## src/design/irc_message_tokenizer_macros.svh

```systemverilog
// Assertion macros shared by the tokenizer's checking code.
`ifndef IRC_MESSAGE_TOKENIZER_MACROS_SVH
`define IRC_MESSAGE_TOKENIZER_MACROS_SVH

// Same-cycle implication, disabled while reset is asserted.
`define IRCTOK_ASSERT_NOW(label, clk, rst_n, ante, cons, msg) \
    label: assert property (@(posedge clk) disable iff (!(rst_n)) \
        (ante) |-> (cons)) else $error(msg);

// Next-cycle implication, disabled while reset is asserted.
`define IRCTOK_ASSERT_NEXT(label, clk, rst_n, ante, cons, msg) \
    label: assert property (@(posedge clk) disable iff (!(rst_n)) \
        (ante) |=> (cons)) else $error(msg);

`endif

```

## src/design/irctok_pkg.sv

```systemverilog
// Types, constants and codes shared by the IRC line tokenizer modules.
package irctok_pkg;

    localparam int MAX_LEN_DEF = 512;
    localparam int FIELD_W     = 9;
    localparam int KIND_W      = 3;
    localparam int QUEUE_DEPTH = 4;
    localparam int QPTR_W      = $clog2(QUEUE_DEPTH);
    localparam int QCNT_W      = $clog2(QUEUE_DEPTH + 1);

    // field kinds as they appear on the result channel
    localparam logic [KIND_W-1:0] KIND_NICK    = 3'd0;
    localparam logic [KIND_W-1:0] KIND_USER    = 3'd1;
    localparam logic [KIND_W-1:0] KIND_HOST    = 3'd2;
    localparam logic [KIND_W-1:0] KIND_COMMAND = 3'd3;
    localparam logic [KIND_W-1:0] KIND_PARAM   = 3'd4;

    localparam logic [FIELD_W-1:0] PARAM_MAX = {FIELD_W{1'b1}};

    // what the back end does with the open-field offset
    typedef enum logic [1:0] {
        ACT_NONE,
        ACT_OPEN_HERE,
        ACT_OPEN_NEXT,
        ACT_CLOSE
    } tok_act_t;

    typedef struct packed {
        logic [7:0] data_byte;
        logic       last_byte;
    } in_item_t;

    typedef struct packed {
        logic               field_valid;
        logic [KIND_W-1:0]  field_kind;
        logic [FIELD_W-1:0] field_start;
        logic [FIELD_W-1:0] field_length;
        logic [FIELD_W-1:0] param_number;
        logic               message_done;
        logic               message_ok;
        logic               parse_error;
    } out_item_t;

    // classified step handed from front to back
    typedef struct packed {
        tok_act_t           act;
        logic [KIND_W-1:0]  kind;
        logic [FIELD_W-1:0] pos;
        logic               last;
        logic               ok;
        logic               err;
    } tok_entry_t;

    typedef struct packed {
        logic full;
        logic empty;
    } q_status_t;

endpackage

```

## src/design/irctok_front.sv

```systemverilog
// Front end: byte classification, line state machine and position tracking.
module irctok_front #(
    parameter int MAX_LEN = irctok_pkg::MAX_LEN_DEF
) (
    input  logic                  aclk,
    input  logic                  aresetn,
    input  logic                  s_valid,
    output logic                  s_ready,
    input  irctok_pkg::in_item_t  s_item,
    input  irctok_pkg::q_status_t q_status,
    output logic                  push,
    output irctok_pkg::tok_entry_t push_entry
);

    localparam int POS_W = $clog2(MAX_LEN + 1);

    typedef enum logic [2:0] {
        C_NUL, C_LF, C_CR, C_SP, C_BANG, C_COLON, C_AT, C_ETC
    } cls_t;

    typedef enum logic [4:0] {
        P_BEGIN, P_NICK0, P_NICK, P_NICKSP, P_USER0, P_USER, P_USERSP,
        P_HOST0, P_HOST, P_HOSTSP, P_PFXSP, P_CMD0, P_CMD, P_CMDSP,
        P_ARG0, P_ARG, P_ARGSP, P_TRAIL0, P_TRAIL, P_CRSP, P_CRARG, P_LF,
        P_ERR
    } pstate_t;

    pstate_t            state_reg, state_next, nxt;
    logic [POS_W-1:0]   pos_reg, pos_next;
    logic [POS_W+8:0]   pos_wide;
    cls_t               cls;
    logic               over;

    function automatic cls_t classify(input logic [7:0] b);
        cls_t c;
        case (b)
            8'h00:   c = C_NUL;
            8'h0A:   c = C_LF;
            8'h0D:   c = C_CR;
            8'h20:   c = C_SP;
            8'h21:   c = C_BANG;
            8'h3A:   c = C_COLON;
            8'h40:   c = C_AT;
            default: c = C_ETC;
        endcase
        return c;
    endfunction

    function automatic pstate_t step(input pstate_t s, input cls_t c);
        pstate_t n;
        logic    printable;
        printable = (c == C_BANG) || (c == C_COLON) || (c == C_AT) || (c == C_ETC);
        n = P_ERR;
        case (s)
            P_BEGIN: begin
                if (c == C_COLON) n = P_NICK0;
                else if (c == C_ETC) n = P_CMD0;
            end
            P_NICK0: if (c == C_ETC) n = P_NICK;
            P_NICK: begin
                if (c == C_SP) n = P_NICKSP;
                else if (c == C_BANG) n = P_USER0;
                else if (c == C_AT) n = P_HOST0;
                else if (c == C_ETC) n = P_NICK;
            end
            P_NICKSP, P_USERSP, P_HOSTSP, P_PFXSP: begin
                if (c == C_SP) n = P_PFXSP;
                else if (c == C_ETC) n = P_CMD0;
            end
            P_USER0: if (c == C_ETC) n = P_USER;
            P_USER: begin
                if (c == C_SP) n = P_USERSP;
                else if (c == C_AT) n = P_HOST0;
                else if (c == C_ETC) n = P_USER;
            end
            P_HOST0: if (c == C_COLON || c == C_ETC) n = P_HOST;
            P_HOST: begin
                if (c == C_SP) n = P_HOSTSP;
                else if (c == C_COLON || c == C_ETC) n = P_HOST;
            end
            P_CMD0, P_CMD: begin
                if (c == C_SP) n = P_CMDSP;
                else if (c == C_ETC) n = P_CMD;
            end
            P_CMDSP: begin
                if (c == C_SP) n = P_CMDSP;
                else if (c == C_COLON) n = P_TRAIL0;
                else if (printable) n = P_ARG0;
            end
            P_ARG0: begin
                if (c == C_SP) n = P_ARGSP;
                else if (printable) n = P_ARG;
            end
            P_ARG: begin
                if (c == C_CR) n = P_CRARG;
                else if (c == C_SP) n = P_ARGSP;
                else if (printable) n = P_ARG;
            end
            P_ARGSP: begin
                if (c == C_CR) n = P_CRSP;
                else if (c == C_SP) n = P_ARGSP;
                else if (c == C_COLON) n = P_TRAIL0;
                else if (printable) n = P_ARG0;
            end
            P_TRAIL0, P_TRAIL: begin
                if (c == C_CR) n = P_CRARG;
                else if (c == C_SP || printable) n = P_TRAIL;
            end
            P_CRSP, P_CRARG: if (c == C_LF) n = P_LF;
            default: n = P_ERR;
        endcase
        return n;
    endfunction

    assign s_ready  = !q_status.full;
    assign push     = s_valid && s_ready;
    assign cls      = classify(s_item.data_byte);
    assign over     = (pos_reg >= POS_W'(MAX_LEN));
    assign nxt      = (state_reg == P_ERR || over) ? P_ERR : step(state_reg, cls);
    assign pos_wide = {9'd0, pos_reg};

    // field events of this byte
    always_comb begin
        push_entry      = '0;
        push_entry.act  = irctok_pkg::ACT_NONE;
        push_entry.kind = irctok_pkg::KIND_NICK;
        push_entry.pos  = pos_wide[irctok_pkg::FIELD_W-1:0];
        push_entry.last = s_item.last_byte;
        push_entry.ok   = s_item.last_byte && (nxt == P_LF);
        push_entry.err  = (nxt == P_ERR);
        case (nxt)
            P_NICK0, P_TRAIL0: push_entry.act = irctok_pkg::ACT_OPEN_NEXT;
            P_CMD0, P_ARG0:    push_entry.act = irctok_pkg::ACT_OPEN_HERE;
            P_USER0, P_NICKSP: push_entry.act = irctok_pkg::ACT_CLOSE;
            P_USERSP: begin
                push_entry.act  = irctok_pkg::ACT_CLOSE;
                push_entry.kind = irctok_pkg::KIND_USER;
            end
            P_HOST0: begin
                push_entry.act  = irctok_pkg::ACT_CLOSE;
                push_entry.kind = (state_reg == P_NICK) ? irctok_pkg::KIND_NICK
                                                        : irctok_pkg::KIND_USER;
            end
            P_HOSTSP: begin
                push_entry.act  = irctok_pkg::ACT_CLOSE;
                push_entry.kind = irctok_pkg::KIND_HOST;
            end
            P_CMDSP: begin
                if (state_reg != P_CMDSP) push_entry.act = irctok_pkg::ACT_CLOSE;
                push_entry.kind = irctok_pkg::KIND_COMMAND;
            end
            P_ARGSP: begin
                if (state_reg != P_ARGSP) push_entry.act = irctok_pkg::ACT_CLOSE;
                push_entry.kind = irctok_pkg::KIND_PARAM;
            end
            P_CRARG: begin
                push_entry.act  = irctok_pkg::ACT_CLOSE;
                push_entry.kind = irctok_pkg::KIND_PARAM;
            end
            default: push_entry.act = irctok_pkg::ACT_NONE;
        endcase
    end

    always_comb begin
        state_next = state_reg;
        pos_next   = pos_reg;
        if (push) begin
            if (s_item.last_byte) begin
                state_next = P_BEGIN;
                pos_next   = '0;
            end else begin
                state_next = nxt;
                if (!over) pos_next = pos_reg + POS_W'(1);
            end
        end
    end

    always_ff @(posedge aclk) begin
        if (!aresetn) begin
            state_reg <= P_BEGIN;
            pos_reg   <= '0;
        end else begin
            state_reg <= state_next;
            pos_reg   <= pos_next;
        end
    end

endmodule

```

## src/design/irctok_queue.sv

```systemverilog
// Short FIFO of classified steps between front and back.
module irctok_queue (
    input  logic                   aclk,
    input  logic                   aresetn,
    input  logic                   push,
    input  irctok_pkg::tok_entry_t push_entry,
    input  logic                   pop,
    output irctok_pkg::tok_entry_t head,
    output irctok_pkg::q_status_t  status
);

    irctok_pkg::tok_entry_t            slot_reg [irctok_pkg::QUEUE_DEPTH];
    logic [irctok_pkg::QPTR_W-1:0]     wr_reg, wr_next, rd_reg, rd_next;
    logic [irctok_pkg::QCNT_W-1:0]     cnt_reg, cnt_next;

    assign head         = slot_reg[rd_reg];
    assign status.full  = (cnt_reg == irctok_pkg::QCNT_W'(irctok_pkg::QUEUE_DEPTH));
    assign status.empty = (cnt_reg == '0);

    always_comb begin
        wr_next  = push ? wr_reg + 1'b1 : wr_reg;
        rd_next  = pop  ? rd_reg + 1'b1 : rd_reg;
        cnt_next = cnt_reg;
        if (push && !pop)      cnt_next = cnt_reg + 1'b1;
        else if (pop && !push) cnt_next = cnt_reg - 1'b1;
    end

    always_ff @(posedge aclk) begin
        if (push) slot_reg[wr_reg] <= push_entry;
    end

    always_ff @(posedge aclk) begin
        if (!aresetn) begin
            wr_reg  <= '0;
            rd_reg  <= '0;
            cnt_reg <= '0;
        end else begin
            wr_reg  <= wr_next;
            rd_reg  <= rd_next;
            cnt_reg <= cnt_next;
        end
    end

endmodule

```

## src/design/irctok_back.sv

```systemverilog
// Back end: field offsets, lengths, parameter numbering and output register.
module irctok_back (
    input  logic                   aclk,
    input  logic                   aresetn,
    input  irctok_pkg::tok_entry_t head,
    input  irctok_pkg::q_status_t  q_status,
    output logic                   pop,
    output logic                   m_valid,
    input  logic                   m_ready,
    output irctok_pkg::out_item_t  m_item
);

    logic [irctok_pkg::FIELD_W-1:0] ofs_reg, ofs_next, pc_reg, pc_next, pc_inc;
    logic                           m_valid_reg, m_valid_next;
    irctok_pkg::out_item_t          m_item_reg, m_item_next;
    logic                           is_param;

    assign pop      = !q_status.empty && (!m_valid_reg || m_ready);
    assign is_param = (head.kind == irctok_pkg::KIND_PARAM);
    assign pc_inc   = (pc_reg == irctok_pkg::PARAM_MAX) ? pc_reg : pc_reg + 1'b1;

    always_comb begin
        ofs_next     = ofs_reg;
        pc_next      = pc_reg;
        m_item_next  = m_item_reg;
        m_valid_next = m_valid_reg && !m_ready;
        if (pop) begin
            m_valid_next             = 1'b1;
            m_item_next              = '0;
            m_item_next.message_done = head.last;
            m_item_next.message_ok   = head.ok;
            m_item_next.parse_error  = head.err;
            case (head.act)
                irctok_pkg::ACT_OPEN_HERE: ofs_next = head.pos;
                irctok_pkg::ACT_OPEN_NEXT: ofs_next = head.pos + 1'b1;
                irctok_pkg::ACT_CLOSE: begin
                    m_item_next.field_valid  = 1'b1;
                    m_item_next.field_kind   = head.kind;
                    m_item_next.field_start  = ofs_reg;
                    m_item_next.field_length = head.pos - ofs_reg;
                    if (is_param) begin
                        pc_next                  = pc_inc;
                        m_item_next.param_number = pc_inc;
                    end
                    if (head.kind == irctok_pkg::KIND_NICK
                            || head.kind == irctok_pkg::KIND_USER) begin
                        ofs_next = head.pos + 1'b1;
                    end
                end
                default: ofs_next = ofs_reg;
            endcase
            if (head.last) begin
                ofs_next = '0;
                pc_next  = '0;
            end
        end
    end

    always_ff @(posedge aclk) begin
        m_item_reg <= m_item_next;
    end

    always_ff @(posedge aclk) begin
        if (!aresetn) begin
            m_valid_reg <= 1'b0;
            ofs_reg     <= '0;
            pc_reg      <= '0;
        end else begin
            m_valid_reg <= m_valid_next;
            ofs_reg     <= ofs_next;
            pc_reg      <= pc_next;
        end
    end

    assign m_valid = m_valid_reg;
    assign m_item  = m_item_reg;

endmodule

```

## src/design/irc_message_tokenizer.sv

```systemverilog
// Top level of the IRC message line tokenizer.
//
//  channel  direction  handshake           payload
//  s_       in         s_valid / s_ready   in_item_t  : data_byte, last_byte
//  m_       out        m_valid / m_ready   out_item_t : one result per byte
//
// One byte per clock while the queue has room: the front steps the line
// state machine in the accepting cycle and pushes the step into the queue;
// the back pops it into the result register, which drives m_valid, and the
// result leaves on the m_valid / m_ready handshake.
// Reset (aresetn low, synchronous) empties the queue and returns the parser
// to the start of a line; the last byte of a line also restarts the parser.
// A stalled result side fills the four-entry queue; s_ready drops only then.
`include "irc_message_tokenizer_macros.svh"

module irc_message_tokenizer #(
    parameter int MAX_LEN = irctok_pkg::MAX_LEN_DEF
) (
    input  logic                  aclk,
    input  logic                  aresetn,
    input  logic                  s_valid,
    output logic                  s_ready,
    input  irctok_pkg::in_item_t  s_item,
    output logic                  m_valid,
    input  logic                  m_ready,
    output irctok_pkg::out_item_t m_item
);

    logic                   push, pop;
    irctok_pkg::tok_entry_t push_entry, head;
    irctok_pkg::q_status_t  q_status;
    logic                   q_bad, ok_clean, field_clear, pnum_match;

    // classify and step the state machine
    irctok_front #(
        .MAX_LEN (MAX_LEN)
    ) u_front (
        .aclk       (aclk),
        .aresetn    (aresetn),
        .s_valid    (s_valid),
        .s_ready    (s_ready),
        .s_item     (s_item),
        .q_status   (q_status),
        .push       (push),
        .push_entry (push_entry)
    );

    // decouples the two ends
    irctok_queue u_queue (
        .aclk       (aclk),
        .aresetn    (aresetn),
        .push       (push),
        .push_entry (push_entry),
        .pop        (pop),
        .head       (head),
        .status     (q_status)
    );

    // offsets, lengths, parameter count, result register
    irctok_back u_back (
        .aclk     (aclk),
        .aresetn  (aresetn),
        .head     (head),
        .q_status (q_status),
        .pop      (pop),
        .m_valid  (m_valid),
        .m_ready  (m_ready),
        .m_item   (m_item)
    );

    // terms for the checks below
    assign q_bad       = q_status.full && q_status.empty;
    assign ok_clean    = !m_item.message_ok
                         || (m_item.message_done && !m_item.parse_error
                             && !m_item.field_valid);
    assign field_clear = m_item.field_valid
                         || ((m_item.field_kind == '0) && (m_item.field_start == '0)
                             && (m_item.field_length == '0)
                             && (m_item.param_number == '0));
    assign pnum_match  = !m_item.field_valid
                         || ((m_item.param_number != '0)
                             == (m_item.field_kind == irctok_pkg::KIND_PARAM));

    `IRCTOK_ASSERT_NOW(a_queue_sane, aclk, aresetn, 1'b1, !q_bad, "queue both full and empty")
    `IRCTOK_ASSERT_NOW(a_ok_clean, aclk, aresetn, m_valid, ok_clean, "ok without clean done")
    `IRCTOK_ASSERT_NOW(a_no_field_zero, aclk, aresetn, m_valid, field_clear, "stale field data")
    `IRCTOK_ASSERT_NOW(a_param_num, aclk, aresetn, m_valid, pnum_match, "parameter number mismatch")
    `IRCTOK_ASSERT_NEXT(a_pop_fills, aclk, aresetn, pop, m_valid, "popped step gave no result")

endmodule

```

## config.mk

```make
export PLATFORM = sky130hd
export DESIGN_NAME = irc_message_tokenizer
export DESIGN_NICKNAME = d
export VERILOG_FILES = /design/src/design/irctok_pkg.sv /design/src/design/irctok_front.sv /design/src/design/irctok_queue.sv /design/src/design/irctok_back.sv /design/src/design/irc_message_tokenizer.sv
export VERILOG_INCLUDE_DIRS = /design/src /design/src/design
export SDC_FILE = /design/constraint.sdc
export NUM_CORES = 1
export LEC_CHECK = 0
export ABC_AREA = 1
export BUFFER_PORTS_ARGS = -buffer_cell sky130_fd_sc_hd__buf_4
export CORE_ASPECT_RATIO = 0.9
export CORE_UTILIZATION = 55
export CTS_BUF_LIST = sky130_fd_sc_hd__clkbuf_16
export CTS_CLUSTER_DIAMETER = 150
export DETAILED_ROUTE_END_ITERATION = 12
export GPL_ROUTABILITY_DRIVEN = 0
export HOLD_SLACK_MARGIN = 0.03
export PLACE_DENSITY = 0.73
export SYNTH_ARGS = -nofsm -noshare
export SYNTH_HDL_FRONTEND = slang
export SYNTH_SLANG_ARGS = --single-unit
```

## constraint.sdc

```tcl
create_clock -name aclk -period 4.15 [get_ports aclk]
set_input_delay 0.83 -clock aclk [delete_from_list [all_inputs] [get_ports aclk]]
set_output_delay 0.83 -clock aclk [all_outputs]
set_load 0.01 [all_outputs]
```

* After elaboration in Yosys (flattened, before gate mapping)
Memory sizes are Yosys's and may differ from the RTL's. A register that Yosys moved wholly into a read port is not among the register bits. Index checks and enable logic that the tools add are counted.
Word-level totals: register bits 75, RAM bits 68, output and inout port bits 36, word-level logic and storage cells 177, memories kept 1
Operators by class: add/sub/neg operators 8, $lt $le $gt $ge 1, equal/unequal tests 59, multiplexer cells 52, reduce and logical (&&, ||, !) cells 40
Memory list:
- u_queue.slot_reg | words 4, bits a word 17, read ports 1, clocked after Yosys merged registers in 1, write ports 1, RTL line irctok_queue.sv:12 | irctok_pkg::tok_entry_t slot_reg [irctok_pkg::QUEUE_DEPTH];
Operators by type and width (number):
- $mux 5 | 25
- $pmux 5 s15 | 1
- $mux 9 | 7
- $eq 5x4->1 const B | 12
- $eq 5x5->1 const B | 11
- $eq 5x3->1 const B | 7
- $mux 31 | 1
- $pmux 9 s3 | 1
- $eq 8x6->1 const B | 3
- $pmux 3 s7 | 1
- $mux 10 | 2
- $add 9x1->9 const B | 2
- $eq 3x3->1 const B | 6
- $eq 8x4->1 const B | 2
- $eq 5x2->1 const B | 3
- $pmux 3 s5 | 1
- $reduce_or 2->1 | 6
- $add 10x1->10 const B | 1
- $eq 5x1->1 const B | 2
- $ge 10x10->1 const B | 1
- $mux 2 | 5
- $pmux 2 s5 | 1
- $eq 9x9->1 const B | 1
- $mux 3 | 3
- other kinds (26) | 55

* Depth between registers and ports, before layout
Gate-level depths: netlist of the first run.
depth after elaboration 15, depth in mapped cells 21, gate-level depth less buffers 20

* Cells and area by module
A second synthesis of the first run with hierarchy kept.
Unflattened totals: cell total of the unflattened synthesis 884, area, all modules 7743.7 µm²
By module, submodules not included:
- irctok_queue | times used 1, cells an instance 222, area each 3024.2 µm², seq. area each 2222.1 µm²
- irctok_back | times used 1, cells an instance 312, area each 2748.9 µm², seq. area each 1401.3 µm²
- irctok_front | times used 1, cells an instance 350, area each 1970.6 µm², seq. area each 300.3 µm²

* Worst setup path before layout of the first run
Ideal clock, no wire load.
kind input to register, start point input port m_ready, end point register u_queue.cnt_reg[1] (netlist name), setup time 120 ps, arrival 3621 ps, required time 4030 ps, slack 409 ps, stages on the path 8, buffers on the path 0, cell sequence nor2_1 > nor2_1 > inv_1 > ha_1 > inv_1 > fa_1 > o21ai_0 > a21oi_1
Between the ends: cells in the longest elaborated chain, start to end 5, elaborated cells on any way between the ends 7
Ends and longest elaborated chain:
- start, declared | RTL line irc_message_tokenizer.sv:25 | input logic m_ready,
- $logic_or 1x1->1 | RTL line irctok_back.sv:18 | assign pop = !q_status.empty && (!m_valid_reg || m_ready);
- $logic_and 1x1->1 | RTL line irctok_back.sv:18
- via pop | RTL line irc_message_tokenizer.sv:29 | logic push, pop;
- $logic_not 1->1 | RTL line irctok_queue.sv:24 | if (push && !pop) cnt_next = cnt_reg + 1'b1;
- $logic_and 1x1->1 | RTL line irctok_queue.sv:24
- $mux 3 | RTL line irctok_queue.sv:24
- via u_queue.cnt_next (one bit) | RTL line irctok_queue.sv:14 | logic [irctok_pkg::QCNT_W-1:0] cnt_reg, cnt_next;
- end signal, assigned | RTL line irctok_queue.sv:40 | cnt_reg <= cnt_next;
- end, declared | RTL line irctok_queue.sv:14
The timed path passes the listed nets, and every way through them passes these cells. A chain may end at the register's enable or synchronous reset.

==> impl_results.md, run 1 <==
- Run status: completed
- Post-Syn Area: 7450 um^2
- Sequential share of the synthesized area: about 53%
- Worst-path clk slew: ~60 ps
- Worst-Margin Slew: 1040 ps
- Cells along the critical path: buf_4 -> inv_1 -> o21ai_0 -> o22ai_1 -> ha_1 -> nand2_1 -> inv_1 -> nand3_1 -> inv_1 -> nor2_1 -> nor2_1 -> clkinv_1 -> nand2_1 -> a21oi_1
- Post-Syn Instances: 872
- Core Box Area: 12,900 um^2
- CTS Buf Count: 17
- Leading cell type in the layout, fill and taps excluded: nand2_1
- Final Hold Fails: 0
- RSZ-0062 raised after global routing: false
- Crit-path leading delay family: buffers and inverters
- Clock buffer depth: 2
- Register cell area after layout: just under 4000 um^2
- DIE HEIGHT: 112 um
- Final period utilization: between 80% and 90%
- Commonest cells after routing, fill and taps aside: nand2_1, inv_1, edfxtp_1
- Average size of a mapped cell: between 8 and 9 um^2
- Initial Util: between 50% and 60%
- Largest net degree at the start of global routing: 38
- Worst setup EP type: flip-flop
- Mapped Nets: 906
- Achievable clock frequency: ~280 MHz
- Syn-to-layout area delta: 14.5%
- Largest register FFs: 68
- #FFs+latches synth: about 150
- Final HPWL DP: 11,500 um
- Vias in the first global route: 5,666
- CP bufs+invs: 5
- Clock insertion delay at the later pin of the skew report: 410 ps
- Initial antenna violation count: 0
- Pre-CTS setup slack: 585 ps
- Leakage power: about 3.7 nW
- Total Nets Final: 958
- PostCTS Resize Cnt: 0
- Die Wd: around 120 um
- CTS Hold Bufs: 0
- Synth warnings: 0
- DRT Pass-1 Iters: 6
- GRT Total Usage: between 20% and 30%
- Cell mode on critical path: inv_1
- Diode count: 0
- Total of fill cells in the finished design: 1,003
- Post CTS Setup Buffer Count: 0
- Die area: 14,000 um^2
- Slowest cell on crit path: ha_1
- Critical path fanouts, max: 23
- # H-tree levels: 4
- Port Buf Inserts: 48
- GR Overflow Total: 0
- Peak supply drop: 498 uV
- Slew Limit Fails: 0
- PD cells: 704 nW/um^2
- Wire length of the first global-routing pass: 26,500 um
- Multi-input logic area: between 2000 and 3000 um^2
- Final WL: approximately 16,000 um
- Skew final: between 9 and 10 ps
- Rows: 39
- DR WL/cell: 14.5 um
- CTS tree: done
- Num ports: just under 50
- DRT antenna net count: 0
- Root Buffer: clkbuf_16
- Vias/cell: 5.42
- Slew Limit Headroom: 30.4%
- Max Cap Violations: 0
- Proportion of layout cells with a drive suffix above 1: between 10% and 20%
- Total number of vias: around 6,000
- WP data arrival: roughly 3800 ps
- Slowest Stage Delay on Critical Path: 630 ps
- DRC violations left: 0
- Final setup viols: 0
- Period minus WS final: 3590 ps
- Hold Crit Class: flip-flop to flip-flop
- Req. time, crit path: 4400 ps
- CP Class: flip-flop to flip-flop
- Setup_tns: 0 ps
- Unique masters post-synth: 44
- Final worst slack: roughly 560 ps
- Starting DRT DRC Count: 672
- Total power: 6.01 mW
- Clk sink count: around 150
- Crit path launch type: flip-flop
==> final timing paths <==
check                                startpoint                            end  slack [ps]  cells past startpoint
setup reg to reg                      flip-flop  u_back.pc_reg[7]$_SDFFE_PN0P_         560                     14
setup / recovery                      flip-flop  u_back.pc_reg[7]$_SDFFE_PN0P_         560                     14
hold reg to reg   u_back.pc_reg[3]$_SDFFE_PN0P_  u_back.pc_reg[3]$_SDFFE_PN0P_         480                      2
hold / removal    u_back.pc_reg[3]$_SDFFE_PN0P_  u_back.pc_reg[3]$_SDFFE_PN0P_         480                      2
==> area by class of cell <==
cell class              instances  area share [%]
clock buffers                  20            5.87
multi-input cells             583            34.8
clock inverters                12           0.909
inverters                     126            5.57
flip-flops and latches        145            46.0
repair buffers                 51            4.49
well taps                     164            2.41
==> power by group <==
part | switching [mW] | internal, mW
clock network | 0.587 | 0.871
registers | 0.134 | 2.01
logic | 1.60 | 0.811
==> routing by layer <==
metal	wire length [um]	GRT usage, %
met1	7440	33.6
met2	7400	37.2
met3	1050	5.53
met4	127	5.46
met5	0	0
==> through the flow <==
stage / instances / hold slack, ps / area (um^2) / utilization [%]
global placement: 1069 / 453 / 7950 / 61.5
floorplan: 872 / 436 / 7450 / -
finish: 1101 / 480 / 8530 / 66.0
CTS: 1101 / 477 / 8530 / 66.0
global route: 1101 / 498 / 8530 / 66.0
detailed placement: 1069 / 468 / 7950 / 61.5
==> tightest hold or removal path: stages (launching register included) <==
cell and delay (ps):
dfxtp_1 310, nand2_1 60, a21oi_1 60
==> cell families (layout without fill, tap and decap cells) <==
group	Yosys count	in the layout	share of synthesized area (%)
flops	145	145	52.7
compound gates	135	135	10.1
buf+inv	144	209	7.73
fa+ha+maj	21	21	3.73
xor+xnor	6	6	0.706
simple gates	421	421	25.1
==> synth_stat cells, drive strengths merged <==
cell type | n | area [um^2]
clkbuf | 11 | 41.3
a32oi | 4 | 42.6
nand2 | 228 | 905
o211ai | 1 | 7.51
and2 | 2 | 12.5
nor3 | 17 | 95.1
dfxtp | 43 | 861
nor4 | 2 | 12.5
a31oi | 2 | 12.5
o21ai | 48 | 252
inv | 124 | 468
nand4 | 8 | 50.1
a211oi | 3 | 22.5
a21oi | 67 | 339
fa | 2 | 40.0
nand3b | 3 | 22.5
o22ai | 5 | 31.3
ha | 19 | 238
buf | 7 | 58.8
clkinv | 2 | 7.51
o31ai | 1 | 7.51
nor2 | 103 | 447
xnor2 | 2 | 17.5
edfxtp | 102 | 3060
nand3 | 58 | 323
o21bai | 1 | 7.51
a32o | 3 | 30.0
xor2 | 4 | 35.0
Power figures use the tool's default switching activity.
==> run 2: changes to the inputs <==
PLACE_DENSITY = 0.76   (was 0.73)
SETUP_SLACK_MARGIN = 0.4   (was unset)
clock period = 3 ns   (was 4.15 ns; I/O delays follow)
==> impl_results.md, run 2 (synthesis results as in run 1) <==
- Worst-Margin Slew: 902 ps (-140 ps)
- Leading cell type in the layout, fill and taps excluded: nand2_1
- Worst Reg-to-Reg Cells: 18 (+4)
- Syn-to-layout area delta: 22.3%
- Commonest cells after routing, fill and taps aside: nand2_1, inv_1, edfxtp_1
- Req. time, crit path: 3170 ps (-1230 ps)
- Net switching power: 3.52 mW (+52%)
- Starting DRT DRC Count: 528 (-21%)
- Die Wd: 125 um (unchanged)
- GRT Total Usage: 22.4% (-1.3 points)
- Final Cell Area: 9110 um^2 (+6.8%)
- Initial Util: 57.6% (unchanged)
- Final WL: 16,400 um (+2.5%)
- DR WL/cell: 14.5 um (-0.27%)
- Run status: completed
- Diode count: 0 (unchanged)
- PD cells: 1020 nW/um^2 (+44%)
- R2r setup slk: 420 ps (-140 ps)
- Final Hold Fails: 0 (unchanged)
- Critical path fanouts, max: 6 (-74%)
- Internal power: 5.73 mW (+55%)
- Clock insertion delay at the later pin of the skew report: 420 ps (about the same)
- Clk sink count: 145 (unchanged)
- Vias in the first global route: 5,537 (-2.3%)
- Setup_tns: 0 ps (unchanged)
- CTS Hold Bufs: 0 (unchanged)
- Max Cap Violations: 0 (unchanged)
- Achievable clock frequency: 387 MHz (+39%)
- Largest register FFs: 68 (unchanged)
- DIE HEIGHT: 112 um (unchanged)
- RR Endpoint: u_back.m_item[19]$_SDFFCE_PN0P_
- Worst-path clk slew: 60 ps (about the same)
- Period minus WS final: 2580 ps (-1010 ps)
- Hold Path Stages: 1 (-1)
- Num ports: 49 (unchanged)
- Skew final: 8.60 ps (-1.27 ps)
- Hold path start: s_item[0]
- Slew Limit Headroom: 39.8% (+9.4 points)
- Final HPWL DP: 10,700 um (-7.0%)
- Switch share: 38.1% (-0.47 points)
- Hold Crit Class: input pin to flip-flop
- Hold Path Sink: u_queue.slot_reg[0][2]$_DFFE_PP_
- Proportion of power drawn by combinational gates: 45.3% (+5.2 points)
- Final period utilization: 86.2% (-0.38 points)
- CTS Buf Count: 17 (unchanged)
- Die area: 14,000 um^2 (unchanged)
- Root Buffer: clkbuf_16
- CTS tree: done
- WP data arrival: 2750 ps (-1090 ps)
- Total number of vias: 6,001 (+0.50%)
- Slew Limit Fails: 0 (unchanged)
- Reg power frac: 32.4% (-3.3 points)
- Rows: 39 (unchanged)
- Proportion of layout cells with a drive suffix above 1: 21.9% (+8.5 points)
- Clk pwr share: 22.3% (-2.0 points)
- CP Class: flip-flop to flip-flop
- Initial antenna violation count: 0 (unchanged)
- Peak supply drop: 591 uV (+19%)
- Total Nets Final: 989 (+3.2%)
- Crit path launch type: flip-flop
- Wire length of the first global-routing pass: 24,900 um (-6.0%)
- Leakage power: 3.97 nW (+6.1%)
- Largest net degree at the start of global routing: 38 (unchanged)
- DRT antenna net count: 0 (unchanged)
- Final setup viols: 0 (unchanged)
- Vias/cell: 5.30 (-2.2%)
- DRC violations left: 0 (unchanged)
- Clock buffer depth: 2 (unchanged)
- DRT Pass-1 Iters: 5 (-1)
- Worst setup EP type: flip-flop
- Port Buf Inserts: 48 (unchanged)
- GR Overflow Total: 0 (unchanged)
- # H-tree levels: 4 (unchanged)
- Placed Area: 8060 um^2 (+1.4%)
- RSZ-0062 raised after global routing: true
- Core Box Area: 12,900 um^2 (unchanged)
[run 2: cell count changes in the layout (fill, tap and decap cells not counted), sizes merged]
cell	change
buf	+31
clkinvlp	+2
clkinv	-1
inv	-1
clkbuf	-3
bufinv	+3
[run 2: critical path: stages, from the launching register on]
cell      delay, ps
dfxtp_4         430
clkinv_8         90
nand2_1          90
nand3_2          80
nand2_2          90
inv_2            60
ha_4            250
nand2_2          80
nor2_2           40
a211oi_2        280
nor2_1           80
o21ai_1         150
nand2_1          90
nand2_1          70
inv_2            40
nor2_2           90
o21bai_1         90
o21ai_1         150
a21oi_1          50
[run 2: routing by layer]
layer,vias up,track usage (%),routed length [um]
li1,3048,-,-
met2,177,39.4,8390
met1,2749,27.1,7030
met3,27,4.91,777
met4,0,8.11,234
met5,-,0,0
[run 2: repair_timing]
action / 4_1_cts / 5_1_grt
setup endpoints to repair: 4 / 39
gates resized for setup: 8 / 88
pin swaps: 1 / 31
setup buffers: 1 / 15
[run 2: worst max path at each step]
| stage | start | end | slack (ps) | depth (start not counted) |
|---|---|---|---|---|
| floorplan | flip-flop | u_back.ofs_reg[8]$_SDFFE_PN0P_ | 410 | 21 |
| global placement | s_item[1] | u_queue.slot_reg[1][15]$_DFFE_PP_ | 260 | 17 |
| detailed placement | s_item[1] | u_queue.slot_reg[3][15]$_DFFE_PP_ | 160 | 19 |
| CTS | flip-flop | u_back.m_item[19]$_SDFFCE_PN0P_ | 350 | 18 |
| global route | flip-flop | u_back.m_item[19]$_SDFFCE_PN0P_ | 220 | 18 |
| finish | flip-flop | u_back.m_item[19]$_SDFFCE_PN0P_ | 420 | 18 |
[run 2: power by group through the flow]
stage | logic [mW] | clock network, mW | registers [mW]
final | 4.19 | 2.06 | 3.00
after global routing | 4.60 | 2.17 | 3.04
after CTS | 3.45 | 2.08 | 2.98
after detailed placement | 3.35 | 0 | 3.00
after global placement | 3.30 | 0 | 2.99
after floorplan | 2.21 | 0 | 3.10
[run 2: final cells by class]
cell class / count / area, um^2
timing repair buffer: 82 / 664
clock inverter: 15 / 153
sequential: 145 / 3940
fill: 962 / 3820
tap: 164 / 205
clock buffer: 17 / 425
inverter: 126 / 492
multi-input combinational: 583 / 3230
[run 2: through the flow]
step           instances  util (%)  hold WS (ps)  power [mW]  setup WS [ps]
2_1_floorplan        872         -           436        5.30            409
3_3_place_gp        1084      62.3           451        6.29            259
3_5_place_dp        1084      62.3           459        6.35            158
4_1_cts             1117      67.1           445        8.51            350
5_1_grt             1132      70.5           444        9.81            217
6_report            1132      70.5           455        9.25            415
==> run 3: changes to the inputs <==
BUFFER_PORTS_ARGS = unset   (was -buffer_cell sky130_fd_sc_hd__buf_4)
DONT_BUFFER_PORTS = 1   (was unset)
GPL_TIMING_DRIVEN = 0   (was unset)
PLACE_DENSITY = 0.73   (was 0.76)
==> impl_results.md, run 3 (synthesis results as in run 1) <==
- Run status: completed
- Num ports: 49 (unchanged)
- Port Buf Inserts: 0 (-100%)
- Syn-to-layout area delta: 23.5%
- RR Endpoint: u_back.ofs_reg[7]$_SDFFE_PN0P_
- Setup_tns: 0 ps (unchanged)
- Hold path start: s_item[0]
- Root Buffer: clkbuf_16
- Slowest Stage Delay on Critical Path: 320 ps (-110 ps)
- Final worst slack: 109 ps (-306 ps)
- DRC violations left: 0 (unchanged)
- PD cells: 1100 nW/um^2 (+8.2%)
- Crit path depth: 19 (+1)
- Total power: 10.1 mW (+9.3%)
- Worst setup EP type: flip-flop
- Leakage power: 3.90 nW (-1.5%)
- Placed insts: 1,040 (-4.1%)
- Achievable clock frequency: 346 MHz (-11%)
- CP Class: flip-flop to flip-flop
- R2r setup slk: 110 ps (-310 ps)
- Final Cell Area: 9200 um^2 (+0.99%)
- Pre-CTS setup slack: -469 ps (-627 ps)
- GRT Total Usage: 25.8% (+3.4 points)
- Cell mode on critical path: buf_8
- Clk sink count: 145 (unchanged)
- DRT Pass-1 Iters: 5 (unchanged)
- Proportion of layout cells with a drive suffix above 1: 23.4% (+1.4 points)
- Rows: 39 (unchanged)
- Hold Crit Class: input pin to flip-flop
- Final setup viols: 0 (unchanged)
- Core Box Area: 12,900 um^2 (unchanged)
- Final Util: 71.2% (+0.70 points)
- Leading cell type in the layout, fill and taps excluded: nand2_1
- Largest register FFs: 68 (unchanged)
- Vias in the first global route: 5,923 (+7.0%)
- Final period utilization: 96.4% (+10 points)
- Crit path launch type: flip-flop
- GR Overflow Total: 0 (unchanged)
- DRT antenna net count: 0 (unchanged)
- Hold Path Sink: u_queue.slot_reg[1][2]$_DFFE_PP_
- Commonest cells after routing, fill and taps aside: nand2_1, inv_1, edfxtp_1
- Final HPWL DP: 11,800 um (+9.6%)
- Worst-path clk slew: 60 ps (about the same)
- Skew final: 10.4 ps (+1.79 ps)
- Hold Path Stages: 0 (-1)
- Crit-path leading delay family: buffers and inverters
- Clock insertion delay at the later pin of the skew report: 420 ps (about the same)
- Peak supply drop: 677 uV (+14%)
- CP bufs+invs: 8 (+5)
- Initial Util: 57.6% (unchanged)
- Worst Reg-to-Reg Cells: 19 (+1)
- # H-tree levels: 4 (unchanged)
- Req. time, crit path: 3340 ps (+170 ps)
- DR WL/cell: 16.6 um (+14%)
- Slew Limit Headroom: 36.9% (-2.9 points)
- Worst-Margin Slew: 945 ps (+43.2 ps)
- CTS tree: done
- Vias/cell: 5.74 (+8.2%)
- Initial antenna violation count: 0 (unchanged)
- Fin cells: 1,119 (-1.1%)
- CTS Buf Count: 17 (unchanged)
- Final Hold Fails: 0 (unchanged)
- Starting DRT DRC Count: 670 (+27%)
- Final WL: 18,600 um (+13%)
- Largest net degree at the start of global routing: 20 (-47%)
- Critical path fanouts, max: 7 (+1)
- Total Nets Final: 976 (-1.3%)
- Total number of vias: 6,420 (+7.0%)
- Diode count: 0 (unchanged)
- WP data arrival: 3230 ps (+480 ps)
- RSZ-0062 raised after global routing: true
- Period minus WS final: 2890 ps (+306 ps)
- Total of fill cells in the finished design: 845 (-12%)
- Die Wd: 125 um (unchanged)
- Max Cap Violations: 0 (unchanged)
- Clock buffer depth: 2 (unchanged)
- Wire length of the first global-routing pass: 28,400 um (+14%)
- Die area: 14,000 um^2 (unchanged)
- DIE HEIGHT: 112 um (unchanged)
- Slew Limit Fails: 0 (unchanged)
- Worst hold margin: 278 ps (-178 ps)
- Cells along the critical path: buf_6 -> clkinv_4 -> buf_8 -> buf_8 -> clkbuf_16 -> nand2_4 -> a32oi_2 -> ha_2 -> buf_8 -> nor2_4 -> inv_2 -> nand4_1 -> nor3_1 -> inv_1 -> nor2_2 -> nand2_1 -> xnor2_1 -> nand2_1 -> a21oi_2
- Slowest cell on crit path: dfxtp_2
- Placed Area: 7740 um^2 (-4.0%)
[run 3: changes by cell type in the layout (fill, tap and decap cells not counted), sizes merged]
cell,before,now
buf,82,55
clkbuf,17,28
inv,130,128
nor2,103,105
bufinv,3,4
clkinv,6,7
clkinvlp,2,3
[run 3: worst max-delay path by stage]
stage                    from                              to  slack (ps)
finish              flip-flop  u_back.ofs_reg[7]$_SDFFE_PN0P_         110
global route        flip-flop  u_back.ofs_reg[7]$_SDFFE_PN0P_         -20
CTS                 flip-flop   u_back.pc_reg[0]$_SDFFE_PN0P_         350
detailed placement  flip-flop   u_back.pc_reg[2]$_SDFFE_PN0P_        -470
global placement    flip-flop   u_back.pc_reg[8]$_SDFFE_PN0P_        -350
floorplan           flip-flop  u_back.ofs_reg[8]$_SDFFE_PN0P_         410
[run 3: routing by layer]
layer | up-vias | routed length [um] | track usage (%)
li1 | 3043 | - | -
met1 | 3032 | 7680 | 32.2
met2 | 305 | 9190 | 43.4
met3 | 40 | 1320 | 6.05
met4 | 0 | 384 | 10.4
met5 | - | 0 | 0
[run 3: layout make-up]
| class | instances | area, um^2 | share of cell area [%] |
|---|---|---|---|
| Buffer | 18 | 195 | 2.12 |
| Clock buffer | 17 | 425 | 4.62 |
| Clock inverter | 15 | 206 | 2.24 |
| Inverter | 126 | 492 | 5.34 |
| Multi-Input combinational cell | 585 | 3300 | 35.9 |
| Sequential cell | 145 | 3930 | 42.7 |
| Tap cell | 164 | 205 | 2.23 |
| Timing Repair Buffer | 48 | 439 | 4.77 |
| Timing Repair inverter | 1 | 3.75 | 0.0408 |
[run 3: worst reg2reg max path: cells and delay by family (launching register included)]
family / cells / cell delay, ps
buffers and inverters: 8 / 870
AOI/OAI and AO/OA: 2 / 370
adders and majority gates: 1 / 260
DFF: 1 / 320
xor gates and xnor gates: 1 / 180
and+or+nand+nor: 7 / 800
[run 3: repair_timing]
action,in CTS,in global routing
setup buffers,22,21
hold buffers,0,0
pin swaps,12,30
gates resized for setup,64,68
cloned,3,1
endpoints found under the setup margin,46,44
[run 3: power breakdown]
part / switching [mW] / internal, mW / total [mW] / leakage [nW]
logic: 2.72 / 1.98 / 4.70 / 2.26
clock network: 0.871 / 1.40 / 2.27 / 0.300
registers: 0.334 / 2.80 / 3.14 / 1.35
